`src/hdl/chenc_pkg.sv`:
```
`default_nettype none

package chenc_pkg;

    localparam int unsigned SYM_W    = 8;
    localparam int unsigned LEN_IN_W = 8;
    localparam int unsigned BYTE_W   = 8;
    localparam int unsigned PEND_W   = 7;
    localparam int unsigned PAD_W    = 3;

    typedef enum logic [1:0] {
        OP_NEW_TABLE = 2'd0,
        OP_LOAD      = 2'd1,
        OP_ENCODE    = 2'd2,
        OP_FLUSH     = 2'd3
    } t_op;

    typedef enum logic [1:0] {
        ST_OK             = 2'd0,
        ST_BAD_LEN        = 2'd1,
        ST_LEN_DECREASED  = 2'd2,
        ST_OVERSUBSCRIBED = 2'd3
    } t_status;

    // control word that travels from the table stage to the packer
    typedef struct packed {
        t_op     op;
        t_status status;
        logic    hit;
    } t_ctl;

    // mask of the n low pending bits
    function automatic logic [PEND_W-1:0] f_pend_mask(input logic [2:0] n);
        logic [PEND_W:0] ones;
        ones = ({{PEND_W{1'b0}}, 1'b1} << n) - {{PEND_W{1'b0}}, 1'b1};
        return ones[PEND_W-1:0];
    endfunction

endpackage

`default_nettype wire

```
`src/hdl/chenc_packer.sv`:
```
`default_nettype none

module chenc_packer
    import chenc_pkg::*;
#(
    parameter int unsigned CW = 32,
    parameter int unsigned LW = 6
) (
    input  wire logic              i_clk,
    input  wire logic              i_rst_n,
    input  wire logic              i_s1_valid,
    output logic                   o_s1_take,
    input  wire t_ctl              i_s1_ctl,
    input  wire logic [CW-1:0]     i_s1_code,
    input  wire logic [LW-1:0]     i_s1_len,
    output logic                   o_valid,
    input  wire logic              i_ready,
    output logic      [BYTE_W-1:0] o_byte,
    output logic                   o_byte_valid,
    output logic                   o_last,
    output logic      [PAD_W-1:0]  o_pad_bits,
    output t_status                o_status
);

    localparam int unsigned AW  = CW + PEND_W;
    localparam int unsigned CNW = $clog2(AW + 1);

    logic [AW-1:0]     r_acc;
    logic [CNW-1:0]    r_cnt;
    logic              r_out_valid;
    logic [BYTE_W-1:0] r_out_byte;
    logic              r_out_bvalid;
    logic              r_out_last;
    logic [PAD_W-1:0]  r_out_pad;
    t_status           r_out_status;

    logic [AW-1:0]     n_acc;
    logic [CNW-1:0]    n_cnt;
    logic              emit;
    logic [BYTE_W-1:0] n_byte;
    logic              n_bvalid;
    logic              n_last;
    logic [PAD_W-1:0]  n_pad;
    t_status           n_status;

    logic              busy;
    logic              out_free;
    logic [PEND_W-1:0] pend;
    logic [AW-1:0]     merged_acc;
    logic [CNW-1:0]    merged_cnt;
    logic [AW-1:0]     src_acc;
    logic [CNW-1:0]    src_cnt;
    logic [CNW-1:0]    rem_cnt;
    logic [BYTE_W-1:0] src_byte;

    assign busy     = r_cnt >= CNW'(BYTE_W);
    assign out_free = !r_out_valid || i_ready;
    assign pend     = r_acc[PEND_W-1:0] & f_pend_mask(r_cnt[2:0]);

    // append the new code below the pending bits
    assign merged_acc = (AW'(pend) << i_s1_len) | AW'(i_s1_code);
    assign merged_cnt = CNW'(r_cnt[2:0]) + CNW'(i_s1_len);

    assign src_acc  = busy ? r_acc : merged_acc;
    assign src_cnt  = busy ? r_cnt : merged_cnt;
    assign rem_cnt  = src_cnt - CNW'(BYTE_W);
    assign src_byte = BYTE_W'(src_acc >> rem_cnt);

    always_comb begin
        o_s1_take = 1'b0;
        emit      = 1'b0;
        n_acc     = r_acc;
        n_cnt     = r_cnt;
        n_byte    = src_byte;
        n_bvalid  = 1'b1;
        n_last    = rem_cnt < CNW'(BYTE_W);
        n_pad     = '0;
        n_status  = ST_OK;
        if (busy) begin
            if (out_free) begin
                emit  = 1'b1;
                n_cnt = rem_cnt;
            end
        end else if (i_s1_valid) begin
            unique case (i_s1_ctl.op)
                OP_LOAD: begin
                    if (out_free) begin
                        o_s1_take = 1'b1;
                        emit      = 1'b1;
                        n_byte    = '0;
                        n_bvalid  = 1'b0;
                        n_last    = 1'b1;
                        n_status  = i_s1_ctl.status;
                    end
                end
                OP_ENCODE: begin
                    o_s1_take = 1'b1;
                    if (i_s1_ctl.hit) begin
                        n_acc = merged_acc;
                        n_cnt = merged_cnt;
                        if (merged_cnt >= CNW'(BYTE_W) && out_free) begin
                            emit  = 1'b1;
                            n_cnt = rem_cnt;
                        end
                    end
                end
                OP_FLUSH: begin
                    if (r_cnt == '0) begin
                        o_s1_take = 1'b1;
                    end else if (out_free) begin
                        o_s1_take = 1'b1;
                        emit      = 1'b1;
                        n_cnt     = '0;
                        n_byte    = {pend, 1'b0} << (3'd7 - r_cnt[2:0]);
                        n_last    = 1'b1;
                        n_pad     = PAD_W'(4'd8 - {1'b0, r_cnt[2:0]});
                    end
                end
                default: begin
                    o_s1_take = 1'b1;
                end
            endcase
        end
    end

    always_ff @(posedge i_clk) begin
        if (!i_rst_n) begin
            r_cnt       <= '0;
            r_acc       <= '0;
            r_out_valid <= 1'b0;
        end else begin
            r_cnt <= n_cnt;
            r_acc <= n_acc;
            if (emit) begin
                r_out_valid <= 1'b1;
            end else if (i_ready) begin
                r_out_valid <= 1'b0;
            end
        end
    end

    always_ff @(posedge i_clk) begin
        if (emit) begin
            r_out_byte   <= n_byte;
            r_out_bvalid <= n_bvalid;
            r_out_last   <= n_last;
            r_out_pad    <= n_pad;
            r_out_status <= n_status;
        end
    end

    assign o_valid      = r_out_valid;
    assign o_byte       = r_out_byte;
    assign o_byte_valid = r_out_bvalid;
    assign o_last       = r_out_last;
    assign o_pad_bits   = r_out_pad;
    assign o_status     = r_out_status;

`ifndef SYNTHESIS
    a_cnt_in_range: assert property (@(posedge i_clk) disable iff (!i_rst_n)
        r_cnt <= CNW'(AW))
        else $error("bit count beyond accumulator");

    a_take_needs_valid: assert property (@(posedge i_clk) disable iff (!i_rst_n)
        o_s1_take |-> i_s1_valid)
        else $error("take without a staged item");

    a_hold_when_blocked: assert property (@(posedge i_clk) disable iff (!i_rst_n)
        (busy && !out_free) |=> $stable(r_cnt))
        else $error("bit count moved while output blocked");
`endif

endmodule

`default_nettype wire

```
`config.mk`:
```
export PLATFORM = sky130hd
export DESIGN_NAME = chenc_packer
export DESIGN_NICKNAME = d
export VERILOG_FILES = /design/src/hdl/chenc_pkg.sv /design/src/hdl/chenc_packer.sv
export SDC_FILE = /design/constraint.sdc
export NUM_CORES = 1
export LEC_CHECK = 0
export ABC_AREA = 1
export BUFFER_PORTS_ARGS = -buffer_cell sky130_fd_sc_hd__buf_2
export CAP_MARGIN = 15
export CORE_MARGIN = 3
export CORE_UTILIZATION = 40
export DETAILED_ROUTE_END_ITERATION = 10
export PLACE_DENSITY = 0.64
export SETUP_SLACK_MARGIN = 0.15
export SYNTH_ARGS = -nofsm -noshare
export SYNTH_HDL_FRONTEND = slang
export SYNTH_SLANG_ARGS = --single-unit
```
`constraint.sdc`:
```
create_clock -name i_clk -period 4.2 [get_ports i_clk]
set_input_delay 0.84 -clock i_clk [delete_from_list [all_inputs] [get_ports i_clk]]
set_output_delay 0.84 -clock i_clk [all_outputs]
set_load 0.01 [all_outputs]
```
# Yosys cells after proc, flatten, opt, wreduce, memory -nomap -nowiden
# Index checks and enable logic that the tools add are counted.
dict set report op_classes {
  addsub 5
  n_bitwise 7
  n_reduce_logical 12
  n_mux 35
  shift 4
  multipliers 0
  n_lt_le_gt_ge 3
  eq_ne 7
  div 0
}
# operator n
set op_table {}
lappend op_table {{two-way mux 6 bit} 8}
lappend op_table {{two-way mux 8 bit} 5}
lappend op_table {{two-way mux 39 bit} 1}
lappend op_table {{OR 39 x 32 -> 39 bit} 1}
lappend op_table {{left shift 7 x 6 -> 39 bit} 1}
lappend op_table {{right shift 39 x 6 -> 8 bit} 1}
lappend op_table {{two-way mux 1 bit} 16}
lappend op_table {{case mux 8 bit (2 select lines)} 1}
lappend op_table {{>= comparator 6 x 4 -> 1 bit, second input constant} 2}
lappend op_table {{case mux 6 bit (2 select lines)} 1}
lappend op_table {{left shift 8 x 3 -> 8 bit} 1}
lappend op_table {{bitwise AND 7 bit} 1}
lappend op_table {{left shift 1 x 3 -> 7 bit, first input constant} 1}
lappend op_table {{subtractor 7 x 1 -> 7 bit, second input constant} 1}
lappend op_table {{adder 3 x 6 -> 6 bit} 1}
lappend op_table {{logical NOT 6 bit} 1}
lappend op_table {{< comparator 6 x 4 -> 1 bit, second input constant} 1}
lappend op_table {{inequality test 3 bit, second input constant} 2}
lappend op_table {{AND reduction 6 bit} 1}
lappend op_table {{subtractor 6 x 4 -> 6 bit, second input constant} 1}
lappend op_table {{NOT 1 bit} 5}
lappend op_table {{OR reduction 5 bit} 1}
lappend op_table {{== test 2 bit, second input constant} 2}
lappend op_table {{case mux 1 bit (2 select lines)} 2}
lappend op_table {{other kinds (14)} 15}
dict set report totals {
  word_cells 81
  ff_bits 61
  output_inout_bits 17
  romBits 0
  ram_bits 0
  latch_bits 0
  inputBits 47
  n_memories 0
}

# Longest topological paths before layout
# Gate-level depths: netlist (run 1).
dict set report logic_depth {
  word_depth 12
  ltp_mapped 29
  depth_no_buf 28
}

# Worst setup path after synthesis (run 1)
# Ideal clock, no wire load.
dict set report synth_path {
  path_kind {input to register}
  from {in i_s1_len[2]}
  to {reg r_out_byte[1], in the netlist o_byte[1] (data pin)}
  n_path_buf 1
  required_time_ps 4068
  cell_stages 24
  arrival_time_ps 3550
  slack_ps 518
  setup_time_ps 132
  path_cell_list {ha_1 a21oi_1 inv_1 a31oi_1 or2_1 nand2_1 o21ai_2 inv_2 clkbuf_1 ha_1 inv_1 nor2_2 inv_1 nor2_1 nand3_1 nand2_1 inv_1 nand2_1 clkinv_1 nand2_1 nand2_1 nand2_1 nand2_1 nand2_1}
}
dict set report synth_via {
  elab_chain_len 9
  word_cells_on_any_way 13
  classes_between {add/sub (2); shift (2); mux (8); bitwise (1)}
}
# item line
set synth_lines {}
lappend synth_lines {{from (decl)} chenc_packer.sv:15} ;# input wire logic [LW-1:0] i_s1_len,
lappend synth_lines {{adder 3 x 6 -> 6 bit / left shift 7 x 6 -> 39 bit (equally long branches)} {chenc_packer.sv:62, chenc_packer.sv:61}}
lappend synth_lines {{two-way mux 6 bit / OR 39 x 32 -> 39 bit (equally long branches)} {chenc_packer.sv:65, chenc_packer.sv:61}}
lappend synth_lines {{subtractor 6 x 4 -> 6 bit / two-way mux 39 bit (equally long branches)} {chenc_packer.sv:66, chenc_packer.sv:64}}
lappend synth_lines {{right shift 39 x 6 -> 8 bit *} chenc_packer.sv:67} ;# assign src_byte = BYTE_W'(src_acc >> rem_cnt);
lappend synth_lines {{two-way mux 8 bit} chenc_packer.sv:110} ;# end else if (out_free) begin
lappend synth_lines {{two-way mux 8 bit} chenc_packer.sv:108} ;# if (r_cnt == '0) begin
lappend synth_lines {{case mux 8 bit (2 select lines)} chenc_packer.sv:85} ;# unique case (i_s1_ctl.op)
lappend synth_lines {{two-way mux 8 bit} chenc_packer.sv:84} ;# end else if (i_s1_valid) begin
lappend synth_lines {{two-way mux 8 bit *} chenc_packer.sv:79} ;# if (busy) begin
lappend synth_lines {{via n_byte[1]} chenc_packer.sv:40} ;# logic [BYTE_W-1:0] n_byte;
lappend synth_lines {{to (signal assigned)} chenc_packer.sv:144} ;# r_out_byte <= n_byte;
lappend synth_lines {{to (decl)} chenc_packer.sv:31} ;# logic [BYTE_W-1:0] r_out_byte;
# Mark *: on every way through the listed nets, which the timed path passes. The rest lies on a longest branch.
# A chain may end at the register's enable or synchronous reset.

# Final worst setup path (run 1)
dict set report layout_path {
  from {reg r_cnt[1]}
  to {reg r_out_byte[1], in the netlist o_byte[1] (data pin)}
}
dict set report layout_via {
  elab_chain_len 12
  word_cells_on_any_way 20
  classes_between {add/sub (4); order compare (1); shift (4); mux (8); bitwise (2); reduce/logical (1)}
}
# item line
set layout_lines {}
lappend layout_lines {{from (decl)} chenc_packer.sv:29} ;# logic [CNW-1:0] r_cnt;
lappend layout_lines {{from (signal assigned)} chenc_packer.sv:132} ;# r_cnt <= n_cnt;
lappend layout_lines {{left shift 1 x 3 -> 7 bit} chenc_pkg.sv:35} ;# ones = ({{PEND_W{1'b0}}, 1'b1} << n) - {{PEND_W{1'b0}}, 1'b1};
lappend layout_lines {{subtractor 7 x 1 -> 7 bit} chenc_pkg.sv:35}
lappend layout_lines {{bitwise AND 7 bit} chenc_packer.sv:58} ;# assign pend = r_acc[PEND_W-1:0] & f_pend_mask(r_cnt[2:0]);
lappend layout_lines {{left shift 7 x 6 -> 39 bit} chenc_packer.sv:61} ;# assign merged_acc = (AW'(pend) << i_s1_len) | AW'(i_s1_code);
lappend layout_lines {{OR 39 x 32 -> 39 bit} chenc_packer.sv:61}
lappend layout_lines {{two-way mux 39 bit} chenc_packer.sv:64} ;# assign src_acc = busy ? r_acc : merged_acc;
lappend layout_lines {{right shift 39 x 6 -> 8 bit} chenc_packer.sv:67}
lappend layout_lines {{two-way mux 8 bit} chenc_packer.sv:110}
lappend layout_lines {{two-way mux 8 bit} chenc_packer.sv:108}
lappend layout_lines {{case mux 8 bit (2 select lines)} chenc_packer.sv:85}
lappend layout_lines {{two-way mux 8 bit} chenc_packer.sv:84}
lappend layout_lines {{two-way mux 8 bit *} chenc_packer.sv:79}
lappend layout_lines {{via n_byte[1]} chenc_packer.sv:40}
# Marks and branches as above.

==> results.ini, run 1 <==
[floorplanning]
pin_count=64
coreArea_sq_mm=0.0154
initial_core_util=0.412
die_w_microns=132
die_area_sq_mm=0.0174
num_rows=45
chipHeight_microns=132

[yosys]
synth.most_common_cell=nand3_1
syn_area_sq_mm=0.00634
synth_common_cells=303 x nand3_1, 203 x nand2_1, 116 x inv_1
synthTopCellsByArea=nand3_1 24%, dfxtp_1 15%, nand2_1 12%, edfxtp_1 7.1%, inv_1 6.9%
ys.flop_type=dfxtp_1
synth_top_area_share=0.239
async_reset_ff_frac=0
synth_top_area_cell=nand3_1
ys_types=44
synth-seq-cells=61
yosys_warnings=0
syn_area_per_cell_sq_um=6.02
synthCells=1052
synth_enable_flop_cells=15
synthesis.nets=1112
yosysSeqAreaShare=0.216

[detailed_routing]
wl_per_cell_microns=16.9
drt-vias-per-instance=5.67
routed_wl_mm=21.9
drc=0
ant_nets=0
drt-initial-drc-count=864
via_count=7357
first_pass_iters=6

[pwr]
irDropWorstVdd_uv=353
p_per_area_mw_per_mm2=745
p_leak_uw=0.00342

[placed_design]
gp_routability_congestion=0.981
io_buffers=63
dp_hpwl_mm=16.6
placedInstanceArea_sq_mm=0.00680

[sta]
maxSlewViolCount=0
min_period_ns=3.67
tightest_slew_ns=0.921
final-hold-violation-count=0
finalCritPeriodShare=0.873
slew_headroom=0.386
tns_ns=0
setup_viol=0
rsz0062_at_grt=no
clock.fmax_mhz=273
fin_hold_ws_ns=0.486
finalClockSkew_ns=0.00679

[clocking]
htreeDepth=3
clock_sinks=61
clkSlewWorstSetupHoldPaths_ns=0.06
cts_hold_buf=0
clockRootBuffer=clkbuf_16
cts_setup_buffers=0
clk-insertion-delay-late_ns=0.35
cts_buffer_depth=2
tritoncts=built
cts_buffers=9

[worst_setup_path]
worstRegToRegCells=27
worstPathRequired_ns=4.42
crit_type=flip-flop to flip-flop
worstPathArrival_ns=3.89
crit_fanout=9
cp-end-kind=flip-flop
crit_path_start_kind=flip-flop

[flow_run]
maxCapViolCount=0

[run_status]
outcome=finished, final reports clean

[grt]
grt_pass1_wl_mm=35.5
grt_overflow=0
grt_usage=0.253
grt_start_max_net_pins=75
grt_pass1_vias=6614
antenna_found_initial=0

[final_layout]
fin_util=0.463
syn2layout_area_growth_pct=12.4
num-nets-final=1141
n_fill_cell=1705
antenna_cells=0
fin_area_sq_mm=0.00712
drive_gt1_frac=0.163

[min_path]
whs_path_depth=2
min_path_type=flip-flop to flip-flop

==> area by class of cell <==
type	count	area [sq um]	share of cell area
clock inverters	6	77.6	0.0109
repair buffers	82	470	0.0661
clock buffers	10	229	0.0322
well taps	211	264	0.0371
inverters	128	483	0.0678
multi-input cells	799	4220	0.593
flip-flops and latches	61	1380	0.193
==> stage by stage <==
stage | power, uW | setup WS, ns | std cells
finish | 5310 | 0.533 | 1297
detailed placement | 4430 | 0.253 | 1281
global route | 5830 | 0.155 | 1297
floorplan | 3540 | 0.518 | 1052
CTS | 5250 | 0.341 | 1297
global placement | 4430 | 0.379 | 1281
==> power breakdown <==
group | switching [uW] | internal [uW] | leakage, uW
Combinational | 2430 | 1210 | 0.00274
Clock | 287 | 513 | 0.000151
Sequential | 68.1 | 804 | 0.000526
Total | 2780 | 2520 | 0.00342
==> registers in the layout, indices dropped and copies added, names as in the netlist <==
| name | flops |
|---|---|
| r_cnt | 6 |
| r_acc | 39 |
| o_last | 1 |
| o_byte_valid | 1 |
| o_status | 2 |
| o_pad_bits | 3 |
| o_valid | 1 |
| o_byte | 8 |
==> worst max-delay path, stage by stage, from the launching register on <==
cell and delay, ns:
dfxtp_4 0.40, inv_1 0.07, ha_2 0.23, ha_1 0.21, inv_1 0.10, ha_1 0.21
nand2_2 0.09, nor2_4 0.11, nand2_1 0.07, nand2_2 0.07, nand3_2 0.14, nand2_1 0.13
nand4_1 0.20, nor2_2 0.21, nand2_1 0.10, nand4_1 0.13, nand3_1 0.14, nand3_1 0.13
nand2_1 0.14, nand2_1 0.09, nand3_1 0.07, nand2_1 0.07, nand2_1 0.09, nand2_1 0.08
nand2_1 0.05, nand2_1 0.08, nand2_1 0.05, nand2_1 0.05
==> cell usage in the layout (no fill, tap or decap), types with 3 or more instances in the layout <==
cell and n:
a31oi_1 8, clkinv_1 5, nand4_1 20, o21ai_0 26, o21ai_2 4, nand3b_1 3, clkbuf_16 9, a21oi_1 20
o211ai_1 57, o21ai_1 12, inv_2 9, nand2_1 203, inv_1 115, or2_2 30, nor2_2 6, ha_1 11
buf_4 18, xor2_1 3, nand2_2 6, buf_2 63, edfxtp_1 15, nand3_1 303, dfxtp_1 45, a21oi_2 4
nand3_2 15, nor2_1 46
==> routing by layer <==
layer / part of all wire / up-vias / track usage
met1: 0.45 / 3312 / 0.349
met2: 0.45 / 343 / 0.393
met4: 0.037 / 0 / 0.104
met3: 0.072 / 51 / 0.0439
met5: 0 / - / 0
li1: - / 3651 / -
==> logic make-up after synthesis <==
group	synth area share
AOI/OAI and AO/OA	0.142
xor gates and xnor gates	0.00672
adders and majority gates	0.0269
buffers and inverters	0.120
DFF	0.216
and+or+nand+nor	0.488
==> path summary, 6_finish.rpt <==
| kind | start | end | slack, ns |
|---|---|---|---|
| max reg2reg | r_cnt[1]$_SDFFE_PN0P_ | o_byte[1]$_DFFE_PP_ | 0.53 |
| min | r_acc[23]$_SDFFE_PN0P_ | r_acc[23]$_SDFFE_PN0P_ | 0.49 |
| max | r_cnt[1]$_SDFFE_PN0P_ | o_byte[1]$_DFFE_PP_ | 0.53 |
| min reg2reg | r_acc[23]$_SDFFE_PN0P_ | r_acc[23]$_SDFFE_PN0P_ | 0.49 |
==> timing repair <==
action | CTS | global route
resized for setup | 0 | 7
endpoints found under the hold margin | 0 | 0
endpoints found under the setup margin | 0 | 8
No activity file was read; power rests on OpenSTA's default activity.
==> run 2: changes to the inputs <==
Settings changed: BUFFER_PORTS_ARGS -buffer_cell sky130_fd_sc_hd__buf_2 to -buffer_cell sky130_fd_sc_hd__buf_4.
==> run 2 against run 1 <==
  * Clock-buffer cell count did not move
  * Highest routed layer unchanged
  * Sequential share of layout area fell by 0.42 points
  * Die area did not move
  * Hold slack improved by 0.0020 ns
  * Cell area rose by 2.0%
==> results.ini, run 2 (same netlist as run 1, synthesis figures left out) <==
[run_status]
outcome=finished, final reports clean

[pwr]
p_per_area_mw_per_mm2=733
irDropWorstVdd_uv=311
p_leak_uw=0.00346

[worst_setup_path]
reg2reg_to=o_byte[4]$_DFFE_PP_
worstRegToRegCells=25
r2r_slack_ns=0.56
cp_top_family=simple AND/OR/NAND/NOR gates
rr_startpoint=r_cnt[0]$_SDFFE_PN0P_
worstPathArrival_ns=3.74
cp-end-kind=flip-flop
path_buf_inv=3
crit_path_start_kind=flip-flop
critPathMaxStageDelay_ns=0.33
crit_type=flip-flop to flip-flop
slowest_stage=dfxtp_1
worstPathRequired_ns=4.30
crit_fanout=6
crit_top_cell=nand2_1

[grt]
grt_pass1_wl_mm=35.6
grt_start_max_net_pins=69
grt_overflow=0
grt_pass1_vias=6553
grt_util_met2=0.399
antenna_found_initial=0
grt_most_used_layer=met2
grt_usage=0.253
grtUsageMet1=0.355
met3_usage=0.0420

[sta]
finalClockSkew_ns=0.00937
finalCritPeriodShare=0.867
final-hold-violation-count=0
setup_viol=0
clock.fmax_mhz=275
rsz0062_at_grt=no
tightest_slew_ns=0.687
min_period_ns=3.64
maxSlewViolCount=0
tns_ns=0
slew_headroom=0.542

[floorplanning]
chipHeight_microns=132
coreArea_sq_mm=0.0154
die_area_sq_mm=0.0174
initial_core_util=0.412
die_w_microns=132
pin_count=64
num_rows=45

[clocking]
cts_buffer_depth=2
clkSlewWorstSetupHoldPaths_ns=0.06
tritoncts=built
clock_sinks=61
clk-insertion-delay-late_ns=0.35
cts_buffers=9
htreeDepth=3
clockRootBuffer=clkbuf_16

[final_layout]
syn2layout_area_growth_pct=14.6
drive_gt1_frac=0.164
fin_area_sq_mm=0.00726
largest_reg_flops=39
antenna_cells=0
layout_commonest_cell=nand3_1
num-nets-final=1143
stdcell_count=1299
top_register=r_acc
final_cell_mix=302 x nand3_1, 203 x nand2_1, 115 x inv_1, 84 x buf_4, 57 x o211ai_1

[detailed_routing]
drt-initial-drc-count=737
first_pass_iters=7
via_count=7252
drt-vias-per-instance=5.58
wl_per_cell_microns=17.0
routed_wl_mm=22.1
drc=0
ant_nets=0

[placed_design]
gp_routability_congestion=0.965
placedInstanceArea_sq_mm=0.00696
place_inst=1283
io_buffers=63
dp_hpwl_mm=16.8

[min_path]
worstHoldEndpoint=r_acc[22]$_SDFFE_PN0P_
hold_start=r_acc[22]$_SDFFE_PN0P_
whs_path_depth=2
min_path_type=flip-flop to flip-flop

[flow_run]
maxCapViolCount=0

run 2: worst max path at each step:
stage | from | to | cells past startpoint
floorplan | i_s1_len[2] | o_byte[1]$_DFFE_PP_ | 24
global placement | i_s1_len[0] | o_byte[1]$_DFFE_PP_ | 23
detailed placement | i_s1_len[0] | o_byte[1]$_DFFE_PP_ | 23
CTS | r_cnt[0]$_SDFFE_PN0P_ | o_byte[1]$_DFFE_PP_ | 26
global route | r_cnt[0]$_SDFFE_PN0P_ | o_byte[0]$_DFFE_PP_ | 24
finish | r_cnt[0]$_SDFFE_PN0P_ | o_byte[4]$_DFFE_PP_ | 25
run 2: cell type report:
type | instances | area, sq um
Clock buffer | 10 | 229
Clock inverter | 6 | 53.8
Fill cell | 1665 | 8110
Inverter | 128 | 483
Multi-Input combinational cell | 799 | 4230
Sequential cell | 61 | 1370
Tap cell | 211 | 264
Timing Repair Buffer | 84 | 631
run 2: stage by stage:
| step | util | total power (uW) | hold WS [ns] | setup WS (ns) |
|---|---|---|---|---|
| 2_1_floorplan | - | 3540 | 0.460 | 0.518 |
| 3_3_place_gp | 0.453 | 4520 | 0.475 | 0.395 |
| 6_report | 0.472 | 5320 | 0.488 | 0.559 |
| 4_1_cts | 0.471 | 5270 | 0.494 | 0.466 |
| 3_5_place_dp | 0.453 | 4510 | 0.475 | 0.311 |
| 5_1_grt | 0.472 | 5800 | 0.515 | 0.186 |
run 2: power breakdown:
| group | leakage, uW | switching [uW] | internal (uW) |
|---|---|---|---|
| sequential | 0.000525 | 69.2 | 804 |
| combinational | 0.00280 | 2430 | 1270 |
| clock | 0.000135 | 295 | 452 |
run 2: worst register-to-register path, delay by kind of cell, from the launching register on:
kind            cells  cell delay [ns]
simple gates       15             1.47
fa+ha+maj           3             0.67
compound gates      4             0.64
flops               1             0.33
buf+inv             3             0.28
run 2: layer usage:
layer  vias up  wire, microns
met5         -              0
met4         0            567
met3        34           1320
met2       270          10100
met1      3292          10100
li1       3656              -
run 2: timing repair:
item / 4_1_cts / 5_1_grt
hold buffers: 0 / 0
buffers inserted: 0 / 0
resized for setup: 0 / 6
setup endpoints to repair: 0 / 8
==> run 3: changes to the inputs <==
Settings changed: CELL_PAD_IN_SITES_DETAIL_PLACEMENT set to 0, CELL_PAD_IN_SITES_GLOBAL_PLACEMENT set to 2, CORE_UTILIZATION 40 to 32, PLACE_DENSITY 0.64 to 0.87.
==> run 3 against run 2 <==
  * First-iteration DRC count down 20%
  * Global-route usage shrank 3.4 points
  * Power rose by 1.5%
  * Critical path depth up 1
  * Clock power up 0.7%
  * Non-clock buffer count up 5
  * Routed wire length is 6.8% higher
  * Clock-buffer cell count increased by 2
  * Critical path type unchanged
==> results.ini, run 3 (same netlist as run 1, synthesis figures left out) <==
[placed_design]
io_buffers=63
dp_hpwl_mm=18.4
placedInstanceArea_sq_mm=0.00705
gp_routability_congestion=0.898
place_inst=1336

[final_layout]
final_cell_mix=301 x nand3_1, 203 x nand2_1, 115 x inv_1, 89 x buf_4, 57 x o211ai_1
regArea_sq_mm=0.00137
drive_gt1_frac=0.167
antenna_cells=0
n_fill_cell=2114
top_register=r_acc
multi_input_area_sq_mm=0.00422
layout_commonest_cell=nand3_1
num-nets-final=1148
fin_area_sq_mm=0.00737
largest_reg_flops=39
stdcell_count=1353
syn2layout_area_growth_pct=16.3

[detailed_routing]
wl_met2_mm=10.7
top_layer=met4
first_pass_iters=6
wl_met3_mm=1.16
drc=0
via_count=7136
drt-initial-drc-count=590
wl_met1_mm=11.1
routed_wl_mm=23.6
ant_nets=0
wl_per_cell_microns=17.4
drt-vias-per-instance=5.27

[floorplanning]
coreArea_sq_mm=0.0191
pin_count=64
chipHeight_microns=147
num_rows=50
die_w_microns=147
initial_core_util=0.332
die_area_sq_mm=0.0215

[clocking]
cts_buffers=9
cts_hold_buf=0
cts_buffer_depth=2
tritoncts=built
clkSlewWorstSetupHoldPaths_ns=0.06
htreeDepth=3
clock_sinks=61
clockRootBuffer=clkbuf_16
clk-insertion-delay-late_ns=0.34

[worst_setup_path]
worstPathArrival_ns=3.88
cp-end-kind=flip-flop
worstPathRequired_ns=4.41
r2r_slack_ns=0.53
worstRegToRegCells=26
rr_startpoint=r_cnt[0]$_SDFFE_PN0P_
crit_path_start_kind=flip-flop
reg2reg_to=o_byte[1]$_DFFE_PP_
crit_type=flip-flop to flip-flop
crit_fanout=3

[grt]
grt_start_max_net_pins=86
grt_usage=0.219
antenna_found_initial=0
grt_pass1_wl_mm=37.7
grt_overflow=0
grt_pass1_vias=6711

[pwr]
p_leak_uw=0.00349
power_uw=5400
p_per_area_mw_per_mm2=733
irDropWorstVdd_uv=299

[sta]
rsz0062_at_grt=no
slew_headroom=0.254
setup_viol=0
min_period_ns=3.67
finalClockSkew_ns=0.00689
final-hold-violation-count=0
maxSlewViolCount=0
tightest_slew_ns=1.12
tns_ns=0
finalCritPeriodShare=0.873
clock.fmax_mhz=273

[min_path]
hold_start=r_acc[12]$_SDFFE_PN0P_
min_path_type=flip-flop to flip-flop
worstHoldEndpoint=r_acc[12]$_SDFFE_PN0P_
whs_path_depth=2

[flow_run]
maxCapViolCount=0

[run_status]
outcome=finished, final reports clean

-- run 3: changes by cell type in the layout (fill, tap and decap cells not counted), sizes merged --
cell	change
clkinv	-2
clkbuf	+2
buf	+5
-- run 3: worst max-delay path by stage --
stage                                      from  slack [ns]                  end  depth (start not counted)
after floorplan                     i_s1_len[2]        0.52  o_byte[1]$_DFFE_PP_                         24
after global placement              i_s1_len[0]        0.50  o_byte[1]$_DFFE_PP_                         23
after detailed placement            i_s1_len[0]        0.39  o_byte[1]$_DFFE_PP_                         23
after CTS                 r_cnt[0]$_SDFFE_PN0P_        0.49  o_byte[0]$_DFFE_PP_                         22
after global routing      r_cnt[0]$_SDFFE_PN0P_        0.16  o_byte[0]$_DFFE_PP_                         24
final                     r_cnt[0]$_SDFFE_PN0P_        0.53  o_byte[1]$_DFFE_PP_                         26
-- run 3: layer usage --
layer | GRT usage | vias up
li1 | - | 3674
met1 | 0.307 | 3218
met2 | 0.354 | 214
met3 | 0.0296 | 30
met4 | 0.0621 | 0
met5 | 0 | -
-- run 3: what timing repair did --
item / CTS / global route
setup endpoints to repair: 0 / 6
buffers inserted: 0 / 1
endpoints found under the hold margin: 0 / 0
resized for setup: 0 / 3
-- run 3: critical path, cell delays in order (launching register included) --
cell and delay, ns:
dfxtp_1 0.33, clkinv_1 0.08, ha_1 0.22, ha_1 0.21
inv_1 0.11, ha_1 0.24, nor2_1 0.19, inv_1 0.09
o21ai_1 0.21, inv_1 0.10, nor2_1 0.12, inv_1 0.06
o21ai_0 0.27, nand3_1 0.27, nand3_1 0.16, nand3_1 0.10
nand3_1 0.15, nand2_1 0.08, nand2_1 0.07, nand3_1 0.09
nand2_1 0.08, clkinv_1 0.05, nand2_1 0.06, nand2_1 0.05
nand2_1 0.06, nand2_1 0.05, nand2_1 0.05
-- run 3: cell type report --
| cell class | count | area share |
|---|---|---|
| repair buffers | 89 | 0.0907 |
| multi-input cells | 799 | 0.573 |
| well taps | 260 | 0.0442 |
| inverters | 128 | 0.0656 |
| clock inverters | 4 | 0.00645 |
| flip-flops and latches | 61 | 0.186 |
| clock buffers | 12 | 0.0335 |
-- run 3: power breakdown --
group / switching, uW / internal (uW)
logic: 2490 / 1290
registers: 68.5 / 804
clock network: 278 / 474
total: 2830 / 2560
-- run 3: stage by stage --
step                worst slack (ns)   util  hold WS [ns]
floorplan                      0.518      -         0.460
global placement               0.500  0.370         0.476
detailed placement             0.388  0.370         0.475
CTS                            0.488  0.385         0.494
global route                   0.155  0.386         0.512
finish                         0.532  0.386         0.490
